==> src/hdl/best_fit_extent_allocator_defines.svh <==
// Assertion macros used by the allocator controller.
`ifndef BEST_FIT_EXTENT_ALLOCATOR_DEFINES_SVH
`define BEST_FIT_EXTENT_ALLOCATOR_DEFINES_SVH

// Implication checked on every rising clock edge outside reset.
`define BFEA_ASSERT_IMP(label, ante, cons, msg) \
  label: assert property (@(posedge clk) disable iff (rst) (ante) |-> (cons)) \
    else $error(msg);

// Next-cycle implication checked outside reset.
`define BFEA_ASSERT_NEXT(label, ante, cons, msg) \
  label: assert property (@(posedge clk) disable iff (rst) (ante) |=> (cons)) \
    else $error(msg);

`endif

==> src/hdl/bfea_pkg.sv <==
package bfea_pkg;

  localparam int MaxExtents  = 64;
  localparam int AddrBits    = 24;
  localparam int HeaderBytes = 8;
  localparam int IdxBits     = $clog2(MaxExtents);
  localparam int CntBits     = 7;
  localparam int AgeBits     = 16;

  localparam logic [1:0] OP_ALLOC = 2'd0;
  localparam logic [1:0] OP_FREE  = 2'd1;
  localparam logic [1:0] OP_ADD   = 2'd2;
  localparam logic [1:0] OP_CLEAR = 2'd3;

  localparam logic [1:0] ST_OK   = 2'd0;
  localparam logic [1:0] ST_NOFIT = 2'd1;
  localparam logic [1:0] ST_FULL = 2'd2;
  localparam logic [1:0] ST_DUP  = 2'd3;

  localparam logic [AddrBits-1:0] AddrMax = '1;

  // One table entry as it moves along the ring of cells.
  typedef struct packed {
    logic                valid;
    logic [AddrBits-1:0] start;
    logic [AddrBits-1:0] len;
    logic [AgeBits-1:0]  age;
  } entry_t;

  // Write command applied to the entry leaving the last cell.
  typedef struct packed {
    logic                en;
    logic                valid;
    logic [AddrBits-1:0] start;
    logic [AddrBits-1:0] len;
    logic                stamp;
  } upd_t;

endpackage

==> src/hdl/bfea_cell.sv <==
module bfea_cell
  import bfea_pkg::*;
(
  input  logic   clk,
  input  logic   rst,
  input  logic   clear,
  input  entry_t din,
  output entry_t dout
);

  // One slot of the ring; all cells shift together every cycle.
  always_ff @(posedge clk) begin
    if (rst || clear) begin
      dout.valid <= 1'b0;
    end else begin
      dout.valid <= din.valid;
    end
    dout.start <= din.start;
    dout.len   <= din.len;
    dout.age   <= din.age;
  end

endmodule

==> src/hdl/bfea_ctrl.sv <==
`include "best_fit_extent_allocator_defines.svh"
module bfea_ctrl
  import bfea_pkg::*;
(
  input  logic                clk,
  input  logic                rst,
  input  logic                in_valid,
  output logic                in_ready,
  input  logic [1:0]          op_in,
  input  logic [AddrBits-1:0] off_in,
  input  logic [AddrBits-1:0] len_in,
  input  entry_t              tail,
  output entry_t              head,
  output logic                clear,
  output logic                res_valid,
  input  logic                res_ready,
  output logic [1:0]          status,
  output logic [AddrBits-1:0] granted,
  output logic [AddrBits-1:0] largest,
  output logic [CntBits-1:0]  count
);

  localparam logic [1:0] S_IDLE = 2'd0;
  localparam logic [1:0] S_SCAN = 2'd1;
  localparam logic [1:0] S_APPLY = 2'd2;
  localparam logic [1:0] S_STAT = 2'd3;

  localparam logic [AddrBits:0] NeedAdd = (AddrBits+1)'(HeaderBytes);

  logic [1:0]          state;
  logic [IdxBits-1:0]  pos;
  logic [1:0]          op;
  logic [AddrBits-1:0] off, len;
  logic [AgeBits-1:0]  age_counter;

  // Scan results, recorded as ring positions.
  logic                have_slot, have_dup, have_best, have_pr, have_nx;
  logic [IdxBits-1:0]  slot_pos, best_pos, pr_pos, nx_pos;
  logic [AddrBits-1:0] best_len, pr_start, pr_len, nx_start, nx_len, best_start;
  logic [AgeBits-1:0]  best_dist;

  // Decided updates.
  upd_t                upd_a, upd_b;
  logic [IdxBits-1:0]  pos_a, pos_b;

  logic [AddrBits:0]   need;
  logic [AddrBits:0]   full_raw;
  logic [AddrBits-1:0] full;
  logic [AgeBits-1:0]  age_gap;
  logic                fits, better;

  assign need     = {1'b0, len} + NeedAdd;
  assign full_raw = need;
  assign full     = full_raw[AddrBits] ? AddrMax : full_raw[AddrBits-1:0];
  assign age_gap  = age_counter - tail.age;
  assign fits     = tail.valid && ({1'b0, tail.len} >= need);
  assign better   = !have_best || tail.len < best_len ||
                    (tail.len == best_len && age_gap > best_dist);

  // A new request starts only when entry zero is the next one to reach the tail.
  assign in_ready = (state == S_IDLE) && !res_valid && (pos == '1);
  // Clearing empties every cell in the decision cycle, before the write-back pass.
  assign clear    = (state == S_STAT) && (op == OP_CLEAR);

  function automatic logic [AddrBits-1:0] sat_add3(
    input logic [AddrBits-1:0] a, input logic [AddrBits-1:0] b,
    input logic [AddrBits-1:0] c);
    logic [AddrBits+1:0] s;
    begin
      s = {2'b0, a} + {2'b0, b} + {2'b0, c};
      sat_add3 = (s > {2'b0, AddrMax}) ? AddrMax : s[AddrBits-1:0];
    end
  endfunction

  // Entry re-entering the ring at the head, possibly rewritten.
  always_comb begin
    head = tail;
    if (state == S_APPLY) begin
      if (upd_a.en && pos == pos_a) begin
        head.valid = upd_a.valid;
        head.start = upd_a.start;
        head.len   = upd_a.len;
        if (upd_a.stamp) begin
          // The counter already advanced when the update was decided.
          head.age = age_counter - 1'b1;
        end
      end else if (upd_b.en && pos == pos_b) begin
        head.valid = upd_b.valid;
        head.start = upd_b.start;
        head.len   = upd_b.len;
      end
    end
  end

  logic [AddrBits:0] pr_end;
  logic [AddrBits:0] fr_end;
  logic              pj, nj;
  assign pr_end = {1'b0, pr_start} + {1'b0, pr_len};
  assign fr_end = {1'b0, off} + {1'b0, full};
  assign pj = have_pr && pr_end == {1'b0, off};
  assign nj = have_nx && fr_end == {1'b0, nx_start};

  always_ff @(posedge clk) begin
    if (rst) begin
      state       <= S_IDLE;
      res_valid   <= 1'b0;
      age_counter <= '0;
      pos         <= '0;
      upd_a.en    <= 1'b0;
      upd_b.en    <= 1'b0;
    end else begin
      if (res_valid && res_ready) begin
        res_valid <= 1'b0;
      end
      pos <= pos + 1'b1;
      case (state)
        S_IDLE: begin
          if (in_valid && in_ready) begin
            op <= op_in; off <= off_in; len <= len_in;
            have_slot <= 1'b0; have_dup <= 1'b0; have_best <= 1'b0;
            have_pr <= 1'b0; have_nx <= 1'b0;
            upd_a.en <= 1'b0; upd_b.en <= 1'b0;
            upd_a.stamp <= 1'b0; upd_b.stamp <= 1'b0;
            state <= S_SCAN;
          end
        end
        S_SCAN: begin
          if (!tail.valid) begin
            if (!have_slot) begin have_slot <= 1'b1; slot_pos <= pos; end
          end else begin
            if (tail.start == off && !have_dup) have_dup <= 1'b1;
            if (fits && better) begin
              have_best <= 1'b1; best_pos <= pos; best_len <= tail.len;
              best_dist <= age_gap; best_start <= tail.start;
            end
            if (tail.start <= off) begin
              if (!have_pr || tail.start > pr_start) begin
                have_pr <= 1'b1; pr_pos <= pos;
                pr_start <= tail.start; pr_len <= tail.len;
              end
            end else if (!have_nx || tail.start < nx_start) begin
              have_nx <= 1'b1; nx_pos <= pos;
              nx_start <= tail.start; nx_len <= tail.len;
            end
          end
          if (pos == '1) begin
            state <= S_STAT;
            status  <= ST_OK;
            granted <= '0;
          end
        end
        S_STAT: begin
          // Decide the operation while entry zero passes unchanged.
          state <= S_APPLY;
          largest <= '0; count <= '0;
          case (op)
            OP_ALLOC: begin
              if (!have_best) begin
                status <= ST_NOFIT;
              end else begin
                granted <= best_start;
                upd_a.en <= 1'b1; pos_a <= best_pos;
                if ({1'b0, best_len} != need) begin
                  upd_a.valid <= 1'b1;
                  upd_a.start <= best_start + need[AddrBits-1:0];
                  upd_a.len   <= best_len - need[AddrBits-1:0];
                  upd_a.stamp <= 1'b1;
                  age_counter <= age_counter + 1'b1;
                end else begin
                  upd_a.valid <= 1'b0;
                end
              end
            end
            OP_FREE: begin
              if (have_dup && !pj) begin
                status <= ST_DUP;
              end else if (pj) begin
                upd_a.en <= 1'b1; pos_a <= pr_pos; upd_a.valid <= 1'b1;
                upd_a.start <= pr_start; upd_a.stamp <= 1'b1;
                age_counter <= age_counter + 1'b1;
                if (nj) begin
                  upd_a.len <= sat_add3(pr_len, full, nx_len);
                  upd_b.en <= 1'b1; pos_b <= nx_pos; upd_b.valid <= 1'b0;
                  upd_b.start <= nx_start; upd_b.len <= nx_len;
                end else begin
                  upd_a.len <= sat_add3(pr_len, full, '0);
                end
              end else if (nj) begin
                upd_a.en <= 1'b1; pos_a <= nx_pos; upd_a.valid <= 1'b1;
                upd_a.start <= off; upd_a.len <= sat_add3(nx_len, full, '0);
                upd_a.stamp <= 1'b1; age_counter <= age_counter + 1'b1;
              end else if (!have_slot) begin
                status <= ST_FULL;
              end else begin
                upd_a.en <= 1'b1; pos_a <= slot_pos; upd_a.valid <= 1'b1;
                upd_a.start <= off; upd_a.len <= full;
                upd_a.stamp <= 1'b1; age_counter <= age_counter + 1'b1;
              end
            end
            OP_ADD: begin
              if (have_dup) begin
                status <= ST_DUP;
              end else if (!have_slot) begin
                status <= ST_FULL;
              end else begin
                upd_a.en <= 1'b1; pos_a <= slot_pos; upd_a.valid <= 1'b1;
                upd_a.start <= off; upd_a.len <= len;
                upd_a.stamp <= 1'b1; age_counter <= age_counter + 1'b1;
              end
            end
            default: begin
              upd_a.en <= 1'b0;
            end
          endcase
        end
        S_APPLY: begin
          // Rewrite entries as they pass and sum up the new table over one
          // full turn, ending when entry zero comes around again.
          if (head.valid) begin
            count <= count + 1'b1;
            if (head.len > largest) largest <= head.len;
          end
          if (pos == '0) begin
            state <= S_IDLE;
            res_valid <= 1'b1;
          end
        end
        default: state <= S_IDLE;
      endcase
    end
  end

  `BFEA_ASSERT_IMP(a_res_idle, res_valid, state == S_IDLE, "result shown mid-operation")
  `BFEA_ASSERT_NEXT(a_accept_clr, in_valid && in_ready, !res_valid, "result before work")
  `BFEA_ASSERT_IMP(a_cnt_rng, res_valid, count <= CntBits'(MaxExtents), "count too large")

endmodule

==> src/hdl/best_fit_extent_allocator.sv <==
// A transaction is taken only when entry zero is next at the tail of the 64-cell ring,
// so s_axis_tready may stay low while the ring turns to bring it there.
// Each transaction runs a scan, a decision step and a write-back pass, one at a time.
// The result waits in an output register; the next transaction is taken after it leaves.
// Synchronous active-high rst empties the table and zeroes the age counter.
module best_fit_extent_allocator
  import bfea_pkg::*;
(
  input  logic        clk,
  input  logic        rst,
  input  logic        s_axis_tvalid,
  output logic        s_axis_tready,
  input  logic [55:0] s_axis_tdata,  // opcode[1:0], offset[25:2], length[49:26], zero
  output logic        m_axis_tvalid,
  input  logic        m_axis_tready,
  output logic [63:0] m_axis_tdata   // status, granted_offset, largest_free, extent_count
);

  entry_t ring [MaxExtents+1];
  entry_t head, tail;
  logic   clear;
  logic [1:0]          status;
  logic [AddrBits-1:0] granted, largest;
  logic [CntBits-1:0]  count;

  // The entries circulate through the cells; the controller closes the ring.
  assign ring[0] = head;
  assign tail    = ring[MaxExtents];

  for (genvar g = 0; g < MaxExtents; g++) begin : g_cells
    bfea_cell u_cell (
      .clk (clk),
      .rst (rst),
      .clear (clear),
      .din (ring[g]),
      .dout (ring[g+1])
    );
  end

  bfea_ctrl u_ctrl (
    .clk       (clk),
    .rst       (rst),
    .in_valid  (s_axis_tvalid),
    .in_ready  (s_axis_tready),
    .op_in     (s_axis_tdata[1:0]),
    .off_in    (s_axis_tdata[25:2]),
    .len_in    (s_axis_tdata[49:26]),
    .tail      (tail),
    .head      (head),
    .clear     (clear),
    .res_valid (m_axis_tvalid),
    .res_ready (m_axis_tready),
    .status    (status),
    .granted   (granted),
    .largest   (largest),
    .count     (count)
  );

  assign m_axis_tdata = {7'd0, count, largest, granted, status};

endmodule
==> config.mk <==
export PLATFORM = sky130hd
export DESIGN_NAME = best_fit_extent_allocator
export DESIGN_NICKNAME = d
export VERILOG_FILES = /design/src/hdl/bfea_pkg.sv /design/src/hdl/bfea_cell.sv /design/src/hdl/bfea_ctrl.sv /design/src/hdl/best_fit_extent_allocator.sv
export VERILOG_INCLUDE_DIRS = /design/src /design/src/hdl
export SDC_FILE = /design/constraint.sdc
export NUM_CORES = 2
export LEC_CHECK = 0
export BUFFER_PORTS_ARGS = -buffer_cell sky130_fd_sc_hd__buf_4
export CORE_MARGIN = 5
export CORE_UTILIZATION = 42
export DETAILED_ROUTE_END_ITERATION = 8
export PLACE_DENSITY = 0.69
export SYNTH_ARGS = -nofsm -noshare
export SYNTH_HDL_FRONTEND = slang
export SYNTH_SLANG_ARGS = --single-unit
==> constraint.sdc <==
create_clock -name clk -period 11.3 [get_ports clk]
set_input_delay 1.695 -clock clk [delete_from_list [all_inputs] [get_ports clk]]
set_output_delay 1.695 -clock clk [all_outputs]
set_load 0.01 [all_outputs]
; ---- Word level (Yosys, flattened, before mapping)
; Index checks and enable logic that the tools add are counted.
; W data, S select, Z words.
[op_classes]
add_sub_neg = 13
magnitude_cmp = 10
n_eq_ne = 49
n_mux = 85
n_bitwise = 5
reduce_logical = 56
[ops]
columns = cell, n
row1 = $mux W51, 7
row2 = $mux W24, 10
row3 = $mux W50, 4
row4 = $pmux W50 S3, 1
row5 = $mux W49, 3
row6 = $mux W16, 9
row7 = $add A24 B24 Y25, 4
row8 = $pmux W24 S2, 2
row9 = $gt A26 B24 Y1 const B, 3
row10 = $mux W65, 1
row11 = $eq A25 B24 Y1, 2
row12 = $eq A24 B24 Y1, 2
row13 = $gt A24 B24 Y1, 2
row14 = $lt A24 B24 Y1, 2
row15 = $pmux W16 S3, 1
row16 = $mux W6, 6
row17 = $reduce_and A6 Y1, 6
row18 = $add A26 B24 Y26, 1
row19 = $add A24 B4 Y25 const B, 1
row20 = $ge A24 B25 Y1, 1
row21 = $ne A24 B25 Y1, 1
row22 = $reduce_and A5 Y1, 5
row23 = $add A24 B24 Y24, 1
row24 = $le A24 B24 Y1, 1
row25 = 42 further kinds, 142
[word_totals]
regBits = 4593
in_bits = 60
out_inout_bits = 66
word_cells = 511

; ---- Depth between registers and ports, before layout
[depth]
word_depth = 11
mapped_depth = 29

; ---- Hierarchy
; From an unflattened synthesis, not the netlist that was laid out.
[hier_totals]
hier_cells = 7715
area_unflattened_um2 = 117206.2
[modules_own_cells]
columns = module, instances, cells_each, area_each_um2
row1 = bfea_cell, 64, 66, 1313.8
row2 = bfea_ctrl, 1, 3483, 33069.2
row3 = best_fit_extent_allocator, 1, 8, 56.3

; ---- Least setup slack after synthesis
; OpenSTA, ideal clock, no wires.
[synth_timing]
path_kind = reg2reg
startpoint = register u_ctrl.len[9]
endpoint = register u_ctrl.pos_b[0] (enable)
arrival_ns = 9.882
required_ns = 10.681
slack_ns = 0.799
stages_incl_launch_ff = 19
n_path_buf = 2
cell_sequence = edfxtp_1 -> and3_1 -> and2_1 -> and3_1 -> clkbuf_1 -> and4_1 -> nand3_1 -> clkbuf_1 -> nand2_1 -> ha_1 -> a21oi_1 -> o21ai_1 -> o21bai_1 -> a2111oi_0 -> nand3_1 -> and3_1 -> nor3_1 -> nand4_1 -> nor4b_1
[synth_between]
elab_chain_cells = 6
[synth_lines]
columns = element, line
row1 = from (decl), bfea_ctrl.sv:33  ; logic [AddrBits-1:0] off, len;
row2 = from (signal assigned), bfea_ctrl.sv:119  ; op <= op_in; off <= off_in; len <= len_in;
row3 = $add A24 B4 Y25, bfea_ctrl.sv:52  ; assign need = {1'b0, len} + NeedAdd;
row4 = $mux W24, bfea_ctrl.sv:54  ; assign full = full_raw[AddrBits] ? AddrMax : full_raw[AddrBits-1:0];
row5 = $add A24 B24 Y25, bfea_ctrl.sv:99  ; assign fr_end = {1'b0, off} + {1'b0, full};
row6 = $eq A25 B24 Y1, bfea_ctrl.sv:101  ; assign nj = have_nx && fr_end == {1'b0, nx_start};
row7 = $logic_and A1 B1 Y1, bfea_ctrl.sv:101
row8 = $reduce_and A6 Y1 (no source line), n/a
row9 = to (signal assigned), bfea_ctrl.sv:183  ; upd_b.en <= 1'b1; pos_b <= nx_pos; upd_b.valid <= 1'b0;
row10 = to (decl), bfea_ctrl.sv:44  ; logic [IdxBits-1:0] pos_a, pos_b;
; Every way passes these cells.
; A chain may end at the register's enable or synchronous reset.

; ---- Worst setup path in the final report
[layout_timing]
startpoint = register u_ctrl.len[3]
endpoint = register u_ctrl.upd_a[8] (netlist bit), data pin
[layout_between]
elab_chain_cells = 10
[layout_lines]
columns = element, line
row1 = $add A24 B4 Y25 *, bfea_ctrl.sv:52
row2 = $mux W24, bfea_ctrl.sv:54
row3 = $add A24 B24 Y25, bfea_ctrl.sv:70  ; s = {2'b0, a} + {2'b0, b} + {2'b0, c};
row4 = $add A26 B24 Y26, bfea_ctrl.sv:70
row5 = $gt A26 B24 Y1, bfea_ctrl.sv:71  ; sat_add3 = (s > {2'b0, AddrMax}) ? AddrMax : s[AddrBits-1:0];
row6 = $mux W24, bfea_ctrl.sv:71
row7 = $mux W24, bfea_ctrl.sv:181  ; if (nj) begin
row8 = $mux W51, bfea_ctrl.sv:177  ; end else if (pj) begin
row9 = $mux W51, bfea_ctrl.sv:175  ; if (have_dup && !pj) begin
row10 = $pmux W50 S3 *, bfea_ctrl.sv:156  ; case (op)
row11 = to (decl), bfea_ctrl.sv:43  ; upd_t upd_a, upd_b;
; Every way passes the cells marked *; elsewhere a longest branch is shown, timed or not. The select of a mux whose other input is x is not followed.

==> flow_metrics.tcl <==
set metrics [dict create \
    initial_core_util_pct 42.24 \
    switching_power_mw 5.953 \
    setup_viol 0 \
    crit_path_end_kind "flip-flop" \
    layout-drive-gt1-share_pct 10.35 \
    finalCritPeriodShare_pct 69.44 \
    antenna_left 0 \
    final_cell_count_no_fill 12190 \
    p_int_mw 24.26 \
    die_w_um 537.8 \
    ys_warn_count 0 \
    syn_to_final_growth_pct 16.32 \
    drc 0 \
    grt_pass1_wl_um 353700 \
    p_per_area_mw_per_mm2 222.0 \
    die-area_sq_mm 0.2892 \
    cts_buffer_depth 4 \
    drt-initial-drc-count 3976 \
    ctsRootBufferMaster "clkbuf_16" \
    synth_ff_type "dfxtp_1" \
    largest_reg_flops 4160 \
    cts_sinks 4593 \
    ys_seq_area_share_pct 82.07 \
    synth_edf_count 406 \
    rsz0062_at_grt "false" \
    required_ps 11950 \
    swShare_pct 19.71 \
    grt_pass1_vias 57810 \
    skew_ps 92.76 \
    cts.hold.buffers_added 0 \
    drt-pass1-iter-count 8 \
    holdWs_ps 260.5 \
    fin_crit_ps 7846 \
    final_area_sq_mm 0.1361 \
    routed_wl_um 235400 \
    synth_cell_types 90 \
    clk_latency_ps 930 \
    cts_tree "done" \
    fill_cells 22800 \
    yosys_register_bits 4593 \
    pwr-share-comb_pct 0.2 \
    gp_congestion 0.8940 \
    leakage_nw 54.24 \
    postCtsSetupBuffers 0 \
    power_mw 30.21 \
    tritoncts.num_buffers 395 \
    hold_violations 0 \
    netlist_instances 7740 \
    utilization_pct 49.13 \
    crit_type "reg -> reg" \
    worst_slew_pin_slew_ps 1309 \
    relSlewSlack_pct 12.07 \
    avgSynthCellArea_sq_um 15.12 \
    final_cell_mix "dfxtp_1, clkbuf_16, edfxtp_1" \
    max_freq_mhz 127.4 \
    clk_pin_slew_worst_paths_ps 70 \
    vias 56230 \
    fin_setup_tns_ps 0 \
    reg_top3 "g_cells.u_cell.dout x4160, u_ctrl.upd_a x51, u_ctrl.upd_b x49" \
    dp.cells 11460 \
    htree_levels 5 \
    io_buffer_count 112 \
    grt_overflow_total 0 \
    pre_cts_slack_ps 3504 \
    syn_area_sq_mm 0.1170 \
    cp-start-kind "flip-flop" \
    async_flop_share_pct 0 \
    cts-resized-gates 0 \
    fin_ws_ps 3454 \
    grt_usage_pct 15.96 \
    io_pins 126 \
    hold_path_class "reg -> reg" \
    seqPwrFrac_pct 54.3 \
    top_register "g_cells.u_cell.dout" \
    placed_cell_area_sq_mm 0.1223 \
    final_nets 8575 \
    die_h_um 537.8 \
    via_per_inst 4.612 \
    grt_max_degree 65 \
    fp-row-count 193 \
    cp.arrival_ps 8490 \
    clockPowerShare_pct 45.5 \
    hpwlAfterDp_um 156600 \
    drv_cap 0 \
    status "completed" \
    slew_viol_final 0 \
    wl_per_cell_um 19.31 \
    antenna_found_initial 13 \
    layout_commonest_cell "dfxtp_1" \
    ir_worst_vdd_mv 0.1595 \
    core_sq_mm 0.2770 \
    worstPathMaxFanout 27 \
]
[critical path: stages, from the launching register on]
cell,delay (ps)
edfxtp_1,590
nand2_1,100
nor2_1,350
and3_1,410
and4_1,330
nand3_1,100
buf_4,270
nand2_1,250
ha_1,380
a21oi_1,480
o21ai_1,380
o21bai_1,270
a2111oi_0,610
buf_4,230
nand3_1,90
and3_1,210
nor4_1,270
and4b_1,600
nand3b_1,910
o221ai_1,560
o31ai_1,130
[power groups by stage]
stage | Combinational [mW] | Clock (mW) | Sequential [mW]
global route | 0.0672 | 14.8 | 16.4
CTS | 0.0638 | 14.1 | 16.4
floorplan | 0.0270 | 0 | 16.8
detailed placement | 0.0633 | 0 | 16.8
global placement | 0.0621 | 0 | 16.8
finish | 0.0634 | 13.7 | 16.4
[Yosys cell counts, types with 13 or more instances]
| cell | instances | area [sq um] |
|---|---|---|
| dfxtp_1 | 4187 | 83820 |
| edfxtp_1 | 406 | 12190 |
| ha_1 | 357 | 4467 |
| nor2_1 | 284 | 1066 |
| a21oi_1 | 259 | 1296 |
| inv_1 | 242 | 908.4 |
| o21ai_0 | 208 | 1041 |
| nand2_1 | 200 | 750.7 |
| xnor2_1 | 142 | 1244 |
| clkbuf_1 | 117 | 439.2 |
| and2_1 | 112 | 700.7 |
| a21o_1 | 109 | 818.3 |
| nand4_1 | 88 | 550.5 |
| nor3_1 | 78 | 390.4 |
| nand3_1 | 77 | 385.4 |
| xor2_1 | 77 | 674.4 |
| o21a_1 | 55 | 412.9 |
| o22ai_1 | 54 | 337.8 |
| a31oi_1 | 43 | 269.0 |
| nor2b_1 | 42 | 262.8 |
| o31ai_1 | 36 | 270.3 |
| mux2i_1 | 35 | 350.3 |
| nand2b_1 | 35 | 219.0 |
| or3_1 | 33 | 206.5 |
| a211oi_1 | 32 | 240.2 |
| and3_1 | 32 | 200.2 |
| o211ai_1 | 27 | 202.7 |
| o221ai_1 | 25 | 219.0 |
| a221oi_1 | 22 | 192.7 |
| nor4_1 | 21 | 131.4 |
| o21bai_1 | 19 | 142.6 |
| a22oi_1 | 18 | 135.1 |
| or2_2 | 15 | 93.84 |
| o2111ai_1 | 14 | 122.6 |
| or4_1 | 14 | 105.1 |
| a21boi_0 | 13 | 97.59 |
| and4_1 | 13 | 113.9 |
| mux2_2 | 13 | 146.4 |
[layer usage]
metal	global-route usage [%]	vias up	wire length, um
met3	2.906	418	12400
li1	-	27110	-
met5	0	-	0
met1	22.21	27330	110800
met4	4.900	0	6793
met2	25.46	1374	105400
[cell type report]
type                            count  area, sq um  share of cell area (%)
Sequential cell                  4593        96010                   70.56
Antenna cell                        8        20.02                 0.01471
Clock buffer                      558        11580                   8.509
Multi-Input combinational cell   2767        19620                   14.42
Clock inverter                    169         2167                   1.593
Tap cell                         3705         4636                   3.407
Timing Repair Buffer              151         1134                  0.8330
Inverter                          242        908.4                  0.6675
[cells by family after synthesis]
family,after synthesis,synth area share [%]
flip-flops,4593,82.07
AND/OR/NAND/NOR,1069,4.620
AO/OA/AOI/OAI,1051,5.906
buffers and inverters,386,1.281
adder cells (fa/ha/maj),365,3.955
XOR/XNOR,219,1.640
multiplexers,56,0.5273
other,1,0.003205
[final timing paths]
kind / to / start / slack, ps / cells past startpoint
worst max-delay path: u_ctrl.upd_a[8] / u_ctrl.len[3] / 3450 / 20
worst min-delay path: g_cells[16].u_cell.dout[56] / g_cells[15].u_cell.dout[56] / 260 / 0
worst max register to register: u_ctrl.upd_a[8] / u_ctrl.len[3] / 3450 / 20
worst min register to register: g_cells[16].u_cell.dout[56] / g_cells[15].u_cell.dout[56] / 260 / 0
No activity file was read; power rests on OpenSTA's default activity.
